**src/hdl/i2c_master_pin_sequencer_assert.svh**
```systemverilog
// assertion macros shared by the i2c pin sequencer modules
`ifndef I2C_MASTER_PIN_SEQUENCER_ASSERT_SVH
`define I2C_MASTER_PIN_SEQUENCER_ASSERT_SVH
`ifndef SYNTHESIS
// property that must hold at every edge out of reset
`define IMPS_ASSERT(lbl, prop) \
	lbl: assert property (@(posedge clk) disable iff (!arst_n) (prop)) \
		else $error("i2c pin sequencer check failed");
// antecedent at one edge implies consequent at the next
`define IMPS_ASSERT_NEXT(lbl, ante, cons) \
	lbl: assert property (@(posedge clk) disable iff (!arst_n) (ante) |=> (cons)) \
		else $error("i2c pin sequencer check failed");
`else
`define IMPS_ASSERT(lbl, prop)
`define IMPS_ASSERT_NEXT(lbl, ante, cons)
`endif
`endif

```
**src/hdl/imps_pkg.sv**
```systemverilog
// shared types, codes and phase tables of the i2c pin sequencer
package imps_pkg;

	localparam int unsigned PHASE_W = 5;

	typedef enum logic [2:0] {
		CMD_START     = 3'd0,
		CMD_STOP      = 3'd1,
		CMD_WRITE     = 3'd2,
		CMD_READ      = 3'd3,
		CMD_SEND_ACK  = 3'd4,
		CMD_RECV_ACK  = 3'd5
	} cmd_t;

	// one queued command, already classified by the front
	typedef struct packed {
		cmd_t               cmd;
		logic [7:0]         tx_byte;
		logic               ack_level;
		logic [7:0]         bus_sda_bits;
		logic [PHASE_W-1:0] last_idx;
	} entry_t;

	// index of the final pin phase of each command
	function automatic logic [PHASE_W-1:0] last_idx_of(cmd_t c);
		logic [PHASE_W-1:0] r;
		unique case (c)
			CMD_START:    r = PHASE_W'(3);
			CMD_STOP:     r = PHASE_W'(2);
			CMD_WRITE:    r = PHASE_W'(23);
			CMD_READ:     r = PHASE_W'(16);
			CMD_SEND_ACK: r = PHASE_W'(2);
			CMD_RECV_ACK: r = PHASE_W'(2);
			default:      r = '0;
		endcase
		return r;
	endfunction

endpackage

```
**src/hdl/imps_if.sv**
```systemverilog
// valid/ready channels for commands and pin phase beats
interface imps_cmd_if;
	logic       valid;
	logic       ready;
	logic [2:0] op;
	logic [7:0] tx_byte;
	logic       ack_level;
	logic [7:0] bus_sda_bits;

	modport source (output valid, output op, output tx_byte, output ack_level,
		output bus_sda_bits, input ready);
	modport sink (input valid, input op, input tx_byte, input ack_level,
		input bus_sda_bits, output ready);
endinterface

interface imps_phase_if;
	logic       valid;
	logic       ready;
	logic       scl_level;
	logic       sda_level;
	logic [7:0] read_byte;
	logic       ack_seen;
	logic       last;

	modport source (output valid, output scl_level, output sda_level,
		output read_byte, output ack_seen, output last, input ready);
	modport sink (input valid, input scl_level, input sda_level,
		input read_byte, input ack_seen, input last, output ready);
endinterface

```
**src/hdl/imps_front.sv**
```systemverilog
// command front: accepts beats, drops unused opcodes, queues classified commands
`include "i2c_master_pin_sequencer_assert.svh"
module imps_front #(
	parameter int unsigned DEPTH = 2
) (
	input  logic                clk,
	input  logic                arst_n,
	imps_cmd_if.sink            cmd,
	output logic                q_valid,
	output imps_pkg::entry_t    q_entry,
	input  logic                q_pop
);

	localparam int unsigned PTR_W = (DEPTH > 1) ? $clog2(DEPTH) : 1;
	localparam int unsigned CNT_W = $clog2(DEPTH + 1);

	imps_pkg::entry_t   slots_q [DEPTH];
	logic [PTR_W-1:0]   wr_ptr_q;
	logic [PTR_W-1:0]   rd_ptr_q;
	logic [CNT_W-1:0]   count_q;
	logic               op_ok;
	logic               push;
	imps_pkg::entry_t   new_entry;

	// classify the incoming command
	always_comb begin
		op_ok = (cmd.op == imps_pkg::CMD_START) || (cmd.op == imps_pkg::CMD_STOP)
			|| (cmd.op == imps_pkg::CMD_WRITE) || (cmd.op == imps_pkg::CMD_READ)
			|| (cmd.op == imps_pkg::CMD_SEND_ACK) || (cmd.op == imps_pkg::CMD_RECV_ACK);
		new_entry.cmd          = imps_pkg::cmd_t'(cmd.op);
		new_entry.tx_byte      = cmd.tx_byte;
		new_entry.ack_level    = cmd.ack_level;
		new_entry.bus_sda_bits = cmd.bus_sda_bits;
		new_entry.last_idx     = imps_pkg::last_idx_of(imps_pkg::cmd_t'(cmd.op));
	end

	assign cmd.ready = (count_q != CNT_W'(DEPTH));
	assign push      = cmd.valid && cmd.ready && op_ok;
	assign q_valid   = (count_q != '0);
	assign q_entry   = slots_q[rd_ptr_q];

	// queue pointers and fill count
	always_ff @(posedge clk or negedge arst_n) begin
		if (!arst_n) begin
			wr_ptr_q <= '0;
			rd_ptr_q <= '0;
			count_q  <= '0;
		end else begin
			if (push) begin
				wr_ptr_q <= (wr_ptr_q == PTR_W'(DEPTH - 1)) ? '0 : wr_ptr_q + 1'b1;
			end
			if (q_pop) begin
				rd_ptr_q <= (rd_ptr_q == PTR_W'(DEPTH - 1)) ? '0 : rd_ptr_q + 1'b1;
			end
			if (push && !q_pop) begin
				count_q <= count_q + 1'b1;
			end else if (q_pop && !push) begin
				count_q <= count_q - 1'b1;
			end
		end
	end

	// queue storage
	always_ff @(posedge clk) begin
		if (push) begin
			slots_q[wr_ptr_q] <= new_entry;
		end
	end

	`IMPS_ASSERT(a_count_range, count_q <= CNT_W'(DEPTH))
	`IMPS_ASSERT(a_no_pop_empty, !q_pop || q_valid)
	`IMPS_ASSERT_NEXT(a_push_grows, push && !q_pop, count_q == $past(count_q) + 1'b1)

endmodule

```
**src/hdl/imps_back.sv**
```systemverilog
// pin back end: steps through the phases of one command, one beat per phase
`include "i2c_master_pin_sequencer_assert.svh"
module imps_back (
	input  logic                clk,
	input  logic                arst_n,
	input  logic                q_valid,
	input  imps_pkg::entry_t    q_entry,
	output logic                q_pop,
	imps_phase_if.source        phase
);

	logic                        busy_q;
	imps_pkg::entry_t            ent_q;
	logic [imps_pkg::PHASE_W-1:0] cnt_q;
	logic [1:0]                  sub_q;
	logic [7:0]                  tx_q;
	logic                        scl_q;
	logic                        sda_q;
	logic                        ov_q;
	logic                        o_scl_q;
	logic                        o_sda_q;
	logic [7:0]                  o_rb_q;
	logic                        o_ack_q;
	logic                        o_last_q;
	logic                        adv;
	logic                        is_last;
	logic                        scl_nx;
	logic                        sda_nx;
	logic [7:0]                  rb_nx;
	logic                        ack_nx;

	assign adv     = busy_q && (!ov_q || phase.ready);
	assign q_pop   = !busy_q && q_valid;
	assign is_last = (cnt_q == ent_q.last_idx);

	// pin levels after the current phase
	always_comb begin
		scl_nx = scl_q;
		sda_nx = sda_q;
		unique case (ent_q.cmd)
			imps_pkg::CMD_START: begin
				unique case (cnt_q[1:0])
					2'd0: sda_nx = 1'b1;
					2'd1: scl_nx = 1'b1;
					2'd2: sda_nx = 1'b0;
					2'd3: scl_nx = 1'b0;
				endcase
			end
			imps_pkg::CMD_STOP: begin
				priority case (cnt_q[1:0])
					2'd0:    sda_nx = 1'b0;
					2'd1:    scl_nx = 1'b1;
					default: sda_nx = 1'b1;
				endcase
			end
			imps_pkg::CMD_READ: begin
				if (cnt_q == '0) begin
					sda_nx = 1'b1;
				end else begin
					scl_nx = cnt_q[0];
				end
			end
			imps_pkg::CMD_WRITE, imps_pkg::CMD_SEND_ACK, imps_pkg::CMD_RECV_ACK: begin
				priority case (sub_q)
					2'd0: begin
						if (ent_q.cmd == imps_pkg::CMD_WRITE) begin
							sda_nx = tx_q[7];
						end else if (ent_q.cmd == imps_pkg::CMD_SEND_ACK) begin
							sda_nx = ent_q.ack_level;
						end else begin
							sda_nx = 1'b1;
						end
					end
					2'd1:    scl_nx = 1'b1;
					default: scl_nx = 1'b0;
				endcase
			end
			default: begin
				scl_nx = scl_q;
				sda_nx = sda_q;
			end
		endcase
	end

	// sampled data shown on the final phase only
	always_comb begin
		rb_nx  = (is_last && ent_q.cmd == imps_pkg::CMD_READ) ? ent_q.bus_sda_bits : 8'h00;
		ack_nx = is_last && (ent_q.cmd == imps_pkg::CMD_RECV_ACK) && ent_q.bus_sda_bits[7];
	end

	// sequencer control and pin state
	always_ff @(posedge clk or negedge arst_n) begin
		if (!arst_n) begin
			busy_q <= 1'b0;
			ov_q   <= 1'b0;
			scl_q  <= 1'b1;
			sda_q  <= 1'b1;
		end else begin
			if (q_pop) begin
				busy_q <= 1'b1;
			end else if (adv && is_last) begin
				busy_q <= 1'b0;
			end
			if (adv) begin
				ov_q  <= 1'b1;
				scl_q <= scl_nx;
				sda_q <= sda_nx;
			end else if (phase.ready) begin
				ov_q <= 1'b0;
			end
		end
	end

	// command registers and phase counters
	always_ff @(posedge clk) begin
		if (q_pop) begin
			ent_q <= q_entry;
			tx_q  <= q_entry.tx_byte;
			cnt_q <= '0;
			sub_q <= '0;
		end else if (adv) begin
			cnt_q <= cnt_q + 1'b1;
			sub_q <= (sub_q == 2'd2) ? 2'd0 : sub_q + 1'b1;
			if (sub_q == 2'd2) begin
				tx_q <= {tx_q[6:0], 1'b0};
			end
		end
	end

	// output beat register
	always_ff @(posedge clk) begin
		if (adv) begin
			o_scl_q  <= scl_nx;
			o_sda_q  <= sda_nx;
			o_rb_q   <= rb_nx;
			o_ack_q  <= ack_nx;
			o_last_q <= is_last;
		end
	end

	assign phase.valid     = ov_q;
	assign phase.scl_level = o_scl_q;
	assign phase.sda_level = o_sda_q;
	assign phase.read_byte = o_rb_q;
	assign phase.ack_seen  = o_ack_q;
	assign phase.last      = o_last_q;

	`IMPS_ASSERT(a_cnt_bound, !busy_q || cnt_q <= ent_q.last_idx)
	`IMPS_ASSERT(a_sub_bound, !busy_q || sub_q != 2'd3)
	`IMPS_ASSERT_NEXT(a_last_ends, adv && is_last, !busy_q && ov_q && o_last_q)

endmodule

```
**src/hdl/i2c_master_pin_sequencer.sv**
```systemverilog
// i2c master pin sequencer top: command front, queue and pin back end
// first beat path: queue slot, command registers, then the output beat register
// throughput: one phase beat per cycle while phase.ready holds, plus a load step
//   per command, when the back end takes the next command off the queue
// unused opcodes are accepted and dropped without a beat
// reset: both pins released (level 1), queue empty, no beat pending
module i2c_master_pin_sequencer #(
	parameter int unsigned QUEUE_DEPTH = 2
) (
	input  logic          clk,
	input  logic          arst_n,
	imps_cmd_if.sink      cmd,
	imps_phase_if.source  phase
);

	logic             q_valid;
	logic             q_pop;
	imps_pkg::entry_t q_entry;

	// accept and classify
	imps_front #(
		.DEPTH (QUEUE_DEPTH)
	) u_front (
		.clk     (clk),
		.arst_n  (arst_n),
		.cmd     (cmd),
		.q_valid (q_valid),
		.q_entry (q_entry),
		.q_pop   (q_pop)
	);

	// drive pin phases
	imps_back u_back (
		.clk     (clk),
		.arst_n  (arst_n),
		.q_valid (q_valid),
		.q_entry (q_entry),
		.q_pop   (q_pop),
		.phase   (phase)
	);

endmodule
```
**src/flat_wrapper.sv**
```systemverilog
// flat-port wrapper written by rule: the top's interface ports become plain ports
module i2c_master_pin_sequencer_flat 
#(
	parameter int unsigned QUEUE_DEPTH = 2
)
  (clk, arst_n, cmd_valid, cmd_op, cmd_tx_byte, cmd_ack_level, cmd_bus_sda_bits, cmd_ready, phase_valid, phase_scl_level, phase_sda_level, phase_read_byte, phase_ack_seen, phase_last, phase_ready);
  imps_cmd_if cmd_i ();
  imps_phase_if phase_i ();
  input  logic clk;
  input  logic arst_n;
  input wire logic [$bits(cmd_i.valid)-1:0] cmd_valid;
  input wire logic [$bits(cmd_i.op)-1:0] cmd_op;
  input wire logic [$bits(cmd_i.tx_byte)-1:0] cmd_tx_byte;
  input wire logic [$bits(cmd_i.ack_level)-1:0] cmd_ack_level;
  input wire logic [$bits(cmd_i.bus_sda_bits)-1:0] cmd_bus_sda_bits;
  output wire logic [$bits(cmd_i.ready)-1:0] cmd_ready;
  output wire logic [$bits(phase_i.valid)-1:0] phase_valid;
  output wire logic [$bits(phase_i.scl_level)-1:0] phase_scl_level;
  output wire logic [$bits(phase_i.sda_level)-1:0] phase_sda_level;
  output wire logic [$bits(phase_i.read_byte)-1:0] phase_read_byte;
  output wire logic [$bits(phase_i.ack_seen)-1:0] phase_ack_seen;
  output wire logic [$bits(phase_i.last)-1:0] phase_last;
  input wire logic [$bits(phase_i.ready)-1:0] phase_ready;
  assign cmd_i.valid = cmd_valid;
  assign cmd_i.op = cmd_op;
  assign cmd_i.tx_byte = cmd_tx_byte;
  assign cmd_i.ack_level = cmd_ack_level;
  assign cmd_i.bus_sda_bits = cmd_bus_sda_bits;
  assign cmd_ready = cmd_i.ready;
  assign phase_valid = phase_i.valid;
  assign phase_scl_level = phase_i.scl_level;
  assign phase_sda_level = phase_i.sda_level;
  assign phase_read_byte = phase_i.read_byte;
  assign phase_ack_seen = phase_i.ack_seen;
  assign phase_last = phase_i.last;
  assign phase_i.ready = phase_ready;
  i2c_master_pin_sequencer #(.QUEUE_DEPTH(QUEUE_DEPTH)) u_core (.clk(clk), .arst_n(arst_n), .cmd(cmd_i), .phase(phase_i));
endmodule
```
**config.mk**
```make
export PLATFORM = sky130hd
export DESIGN_NAME = i2c_master_pin_sequencer_flat
export DESIGN_NICKNAME = d
export VERILOG_FILES = /design/src/hdl/imps_pkg.sv /design/src/hdl/imps_if.sv /design/src/hdl/imps_front.sv /design/src/hdl/imps_back.sv /design/src/hdl/i2c_master_pin_sequencer.sv /design/src/flat_wrapper.sv
export VERILOG_INCLUDE_DIRS = /design/src /design/src/hdl
export SDC_FILE = /design/constraint.sdc
export NUM_CORES = 1
export LEC_CHECK = 0
export BUFFER_PORTS_ARGS = -buffer_cell sky130_fd_sc_hd__buf_2
export CORE_UTILIZATION = 53
export DETAILED_ROUTE_END_ITERATION = 12
export MAX_ROUTING_LAYER = met4
export PLACE_DENSITY_LB_ADDON = 0.05
export SKIP_LAST_GASP = 1
export SYNTH_ARGS = -nofsm -noshare
export SYNTH_HDL_FRONTEND = slang
export SYNTH_SLANG_ARGS = --single-unit
```
**constraint.sdc**
```tcl
create_clock -name clk -period 2 [get_ports clk]
set_input_delay 0.4 -clock clk [delete_from_list [all_inputs] [get_ports clk]]
set_output_delay 0.4 -clock clk [all_outputs]
set_load 0.02 [all_outputs]
```
Word level (Yosys, flattened, before mapping)
Memories as Yosys holds them, arrays and structs flattened.
Cells that the tools add are included.

word-level totals
  flip-flop bits (word level) = 52
  RAM bits = 50
  input bits = 24
  output and inout port bits = 14
  logic and storage cells = 104
  memories = 1

cells by class
  $add $sub $neg = 6
  eq/ne operators = 17
  muxes and demuxes = 27
  reductions and logical operators = 34

memories
  name                    depth  width  rd ports  clocked after memory_dff  write ports  RTL line          text
  u_core.u_front.slots_q  2      25     1         0                         1            imps_front.sv:17  imps_pkg::entry_t slots_q [DEPTH];

operator list
  operator             count
  $mux 8               3
  $pmux 5 s4           1
  $mux 1               14
  $eq 3x2->1 const B   4
  $eq 3x3->1 const B   4
  $reduce_bool 2->1    6
  $logic_and 1x1->1    10
  $pmux 1 s2           4
  $pmux 1 s4           2
  $eq 2x2->1 const B   3
  $eq 3x1->1 const B   2
  $logic_not 3->1      2
  $logic_or 1x1->1     6
  $mux 2               3
  $reduce_or 3->1      2
  $add 5x1->5 const B  1
  $eq 5x5->1           1
  $logic_not 5->1      1
  $add 2x1->2 const B  2
  $eq 2x1->1 const B   2
  $logic_not 1->1      4
  $logic_not 2->1      2
  $add 1x1->1 const B  2
  $ne 2x2->1 const B   1
  2 further kinds      2

Depth between registers and ports, before layout
  word-level depth = 11
  gate-level depth with buffers = 8
  depth with buffers taken out = 7

By module
Synthesis repeated with hierarchy kept, for this count alone.

unflattened totals
  cell total of the unflattened synthesis = 255
  area total of the unflattened synthesis = 4119.0 µm²

by module, submodules not included
  module      instances  cells each  area an instance (µm²)  seq. area each (µm²)
  imps_front  1          101         2074.5                  1541.5
  imps_back   1          154         2044.5                  1353.8

Worst setup path before layout
No wires, ideal clock.

  kind = reg-to-reg
  from = register u_core.u_front.count_q[0]
  to = memory u_core.u_front.slots_q[0][0] in the netlist's numbering (enable)
  library setup time = 0.405 ns
  data arrival time = 1.877 ns
  required time = 1.595 ns
  setup slack = -0.282 ns
  cell stages (with the launch flop) = 4
  path buffers = 0
  period minus slack after synthesis = 2.282 ns
  path through = dfrtp_1 > nand2b_1 > nand3_1 > nor2_1

between the ends
  longest elaborated chain between the ends = 5

ends and longest elaborated chain
  item                            RTL line            text
  start, declared                 imps_front.sv:20    logic [CNT_W-1:0] count_q;
  start signal, assigned          imps_front.sv:56    count_q <= count_q + 1'b1;
  start signal, assigned          imps_front.sv:58    count_q <= count_q - 1'b1;
  $ne 2x2->1                      imps_front.sv:37    assign cmd.ready = (count_q != CNT_W'(DEPTH));
  net cmd_ready                   flat_wrapper.sv:16  output wire logic [$bits(cmd_i.ready)-1:0] cmd_ready;
  $logic_and 1x1->1 (2 in a row)  imps_front.sv:38    assign push = cmd.valid && cmd.ready && op_ok;
  $mux 1                          imps_front.sv:65    if (push) begin
  $mux 1 (not written as such)    imps_front.sv:66    slots_q[wr_ptr_q] <= new_entry;
  end, declared                   imps_front.sv:17

The timed path passes the listed nets, and every way through them passes these cells.

Final worst setup path
  from = register u_core.u_back.cnt_q[1] in the netlist's numbering
  to = register u_core.u_back.o_sda_q, in the netlist u_core.u_back.phase.sda_level (data pin)

between the ends
  longest elaborated chain between the ends = 3
  elaborated cells on any way between the ends = 8
  those cells by class = eq/ne: 2; mux: 4; reduce/logical: 2

ends and longest elaborated chain
  item                                RTL line          text
  start, declared                     imps_back.sv:14   logic [imps_pkg::PHASE_W-1:0] cnt_q;
  start signal, assigned              imps_back.sv:122  cnt_q <= cnt_q + 1'b1;
  $eq 2x1->1 (tied with other cells)  imps_back.sv:50   priority case (cnt_q[1:0])
  $pmux 1 s2 (tied with other cells)  imps_back.sv:50
  $pmux 1 s4 *                        imps_back.sv:40   unique case (ent_q.cmd)
  net u_core.u_back.sda_nx            imps_back.sv:28   logic sda_nx;
  end signal, assigned                imps_back.sv:134  o_sda_q <= sda_nx;
  end, declared                       imps_back.sv:21   logic o_sda_q;

Mark *: on every way through the listed nets, which the timed path passes. The rest lies on a longest branch.
A chain may end at the register's enable or synchronous reset.

==> impl_metrics.py <==
metrics = {
    "clock_tree": {
        "clock_sinks": 99,
        "cts_made_buffers": 9,
        "htreeDepth": 3,
        "cts_root_buf": "clkbuf_8",
        "cts_tree": "done",
        "clock_latency_ps": 360,
        "cts_buffer_depth": 2,
        "path_clk_slew_ps": 90,
    },
    "die": {
        "chipWidth_um": 88.7,
        "core_area_mm2": 0.00725,
        "die_h_um": 88.7,
        "fp.dieArea_mm2": 0.00786,
        "start_util_pct": 54.9,
        "fp-row-count": 31,
        "ios": 38,
    },
    "critical_path": {
        "crit_chain": "inv_1 -> ha_1 -> nor2b_1 -> nor4b_1 -> o32ai_1 -> a21oi_1",
        "path_class": "reg -> reg",
        "worstSetupPathDepth": 6,
        "critPathLaunch": "u_core.u_back.cnt_q[1]",
        "cp.required_ps": 2100,
        "reg2reg_slack_ps": 290,
        "crit_buf_inv": 1,
        "critical_path.top_delay_family": "compound AO/OA/AOI/OAI gates",
        "r2r_start": "u_core.u_back.cnt_q[1]",
        "crit_path_max_incr_delay_ps": 460,
        "reg2reg_depth": 6,
        "crit_arrival_ps": 1800,
        "end_kind": "flip-flop",
        "cp_max_fo": 7,
        "start_kind": "flip-flop",
        "cp_slowest_cell": "dfxtp_1",
    },
    "layout": {
        "final_nets": 328,
        "n_antenna_cell": 0,
        "drive_gt1_share_pct": 28.2,
        "synthToLayoutAreaGrowth_pct": 13.1,
    },
    "hold_path": {
        "hold_depth": 1,
        "hold_path.class": "in -> reg",
        "min_from": "cmd_tx_byte[5]",
    },
    "sta": {
        "timing.final.crit_period_ps": 1710,
        "grt_setup_unrepaired": "false",
        "fin_skew_ps": 7.82,
        "tightest_slew_ps": 497,
        "relSlewSlack_pct": 66.0,
        "hold_viol_final": 0,
        "setup_tns_ps": 0,
        "fmax_mhz": 586,
        "setup_violations": 0,
        "maxSlewViolCount": 0,
        "fin_crit_sh_pct": 85.4,
        "whs_ps": 222,
        "final.setup.worst_slack_ps": 293,
    },
    "run_status": {
        "status": "finished clean",
    },
    "logic_synthesis": {
        "synthesis.nets": 280,
        "synth-edff-count": 84,
        "synth_common_cells": "84 x edfxtp_1, 18 x nor2_1, 16 x mux2_2, 14 x nand2_1, 11 x and2_1",
        "avgSynthCellArea_um2": 15.8,
        "synth_top_area_cell": "edfxtp_1",
        "synthTopCellsByArea": "edfxtp_1 63%, mux2_2 4.5%, dfrtp_1 3.8%",
        "ys_seq_area_share_pct": 72.0,
        "synth_area_mm2": 0.00398,
        "synth_ff_type": "edfxtp_1",
        "synth.most_common_cell": "edfxtp_1",
        "yosys_warnings": 0,
        "synth_cells": 252,
        "yosys.area.top_type_share_pct": 63.4,
        "async_flop_share_pct": 8.08,
        "ys_types": 48,
        "ys_ff_latch": 99,
    },
    "power_and_ir_drop": {
        "p_int_mw": 3.89,
        "ir_drop_mv": 0.622,
        "power.switching_mw": 1.69,
        "pwr-share-seq_pct": 54.4,
        "power-per-cell-area_mw_per_mm2": 1240,
        "total_power_mw": 5.59,
        "clockPowerShare_pct": 19.8,
        "leakagePower_nw": 1.67,
        "swShare_pct": 30.3,
        "combPwrFrac_pct": 25.9,
    },
    "grt": {
        "grt_max_degree": 26,
        "antenna_found_initial": 0,
        "grt.total_usage_pct": 17.5,
        "grt_pass1_vias": 1943,
        "grt_pass1_wl_mm": 9.38,
        "grt-ovfl-total": 0,
    },
    "detailed_routing": {
        "finalWirelength_mm": 5.85,
        "routed-via-count": 2067,
        "first_pass_iters": 4,
        "wire_per_inst_um": 14.5,
        "ant_nets": 0,
        "vias_per_cell": 5.12,
        "initialDrtViolationCount": 69,
        "drc": 0,
    },
    "run": {
        "cap_violations": 0,
    },
    "placement": {
        "port_buffers": 37,
        "place.gp.congestion": 0.833,
        "dp_hpwl_mm": 3.88,
        "dp_slack_ps": 302,
    },
}
==> flip-flops by register name, indices dropped and copies added, names as in the netlist, 2 cells and up <==
| name | flops |
|---|---|
| u_core.u_front.count_q | 2 |
| u_core.u_back.cnt_q | 5 |
| u_core.u_back.tx_q | 8 |
| u_core.u_back.sub_q | 2 |
| u_core.u_back.ent_q | 16 |
| u_core.u_back.phase.read_byte | 8 |
| u_core.u_front.slots_q | 48 |
==> what timing repair did <==
action	4_1_cts	5_1_grt
hold buffers	1	0
gates resized for setup	0	0
endpoints found under the hold margin	6	0
setup buffers	0	0
==> worst paths after layout <==
check,end
worst max-delay path,u_core.u_back.phase.sda_level
worst min-delay path,u_core.u_front.slots_q[0][19]
worst max register to register,u_core.u_back.phase.sda_level
worst min register to register,u_core.u_front.wr_ptr_q
max in group asynchronous,u_core.u_back.scl_q
min in group asynchronous,u_core.u_front.wr_ptr_q
==> per-layer routing <==
layer | vias to the layer above | track usage, % | share of wire (%)
li1 | 1031 | - | -
met1 | 988 | 21.1 | 45
met2 | 38 | 27.6 | 50
met3 | 10 | 4.20 | 2.7
met4 | 0 | 8.80 | 2.1
met5 | - | - | 0
==> worst register-to-register path, delay by kind of cell, from the launching register on <==
kind	cells	cell delay, ps
AOI/OAI and AO/OA	2	470
buffers and inverters	1	100
DFF	1	460
adders and majority gates	1	230
and+or+nand+nor	2	190
==> logic make-up (layout without fill, tap and decap cells) <==
family / count (synthesis) / count (layout) / share of synthesized area [%]
flops: 99 / 99 / 72.0
simple gates: 68 / 68 / 9.84
compound gates: 29 / 29 / 5.00
mux: 25 / 25 / 6.79
buf+inv: 14 / 67 / 1.79
xor+xnor: 13 / 13 / 3.33
fa+ha+maj: 4 / 4 / 1.26
==> power by group through the flow <==
| stage | Combinational [mW] | Sequential [mW] | Clock (mW) |
|---|---|---|---|
| 6_report | 1.44 | 3.04 | 1.10 |
| 4_1_cts | 1.47 | 3.04 | 1.14 |
| 5_1_grt | 1.61 | 3.09 | 1.21 |
| 3_3_place_gp | 1.44 | 3.08 | 0 |
| 3_5_place_dp | 1.46 | 3.09 | 0 |
| 2_1_floorplan | 1.05 | 3.07 | 0 |
==> cells in the final DEF, fill, tap and decap left out, types with 2 or more instances in the layout <==
cell type,instances
clkbuf_1,2
mux2_2,16
a21oi_1,5
and2_1,11
o32a_1,2
nand3_1,3
xnor2_1,6
mux2i_1,9
o21ai_0,10
clkbuf_8,9
buf_2,37
nor2b_1,4
buf_12,2
o21a_1,2
clkinv_4,2
edfxtp_1,84
nor2_1,17
inv_1,5
dfxtp_1,7
xor2_1,6
dfstp_2,2
a211o_1,2
dfrtp_1,6
nand2b_1,5
ha_1,4
nand2_1,14
buf_4,5
==> final cells by class <==
| class | instances | area (um^2) |
|---|---|---|
| repair buffers | 45 | 273 |
| fillers | 571 | 2750 |
| inverters | 6 | 23.8 |
| clock inverters | 5 | 37.5 |
| flip-flops and latches | 99 | 2870 |
| multi-input cells | 139 | 1050 |
| clock buffers | 11 | 131 |
| well taps | 99 | 124 |
==> through the flow <==
step	area (um^2)	std cells	utilization (%)
floorplan	3980	252	-
global placement	4320	387	59.6
CTS	4500	404	62.0
detailed placement	4320	387	59.6
global route	4500	404	62.0
finish	4500	404	62.0
Power figures use the tool's default switching activity.
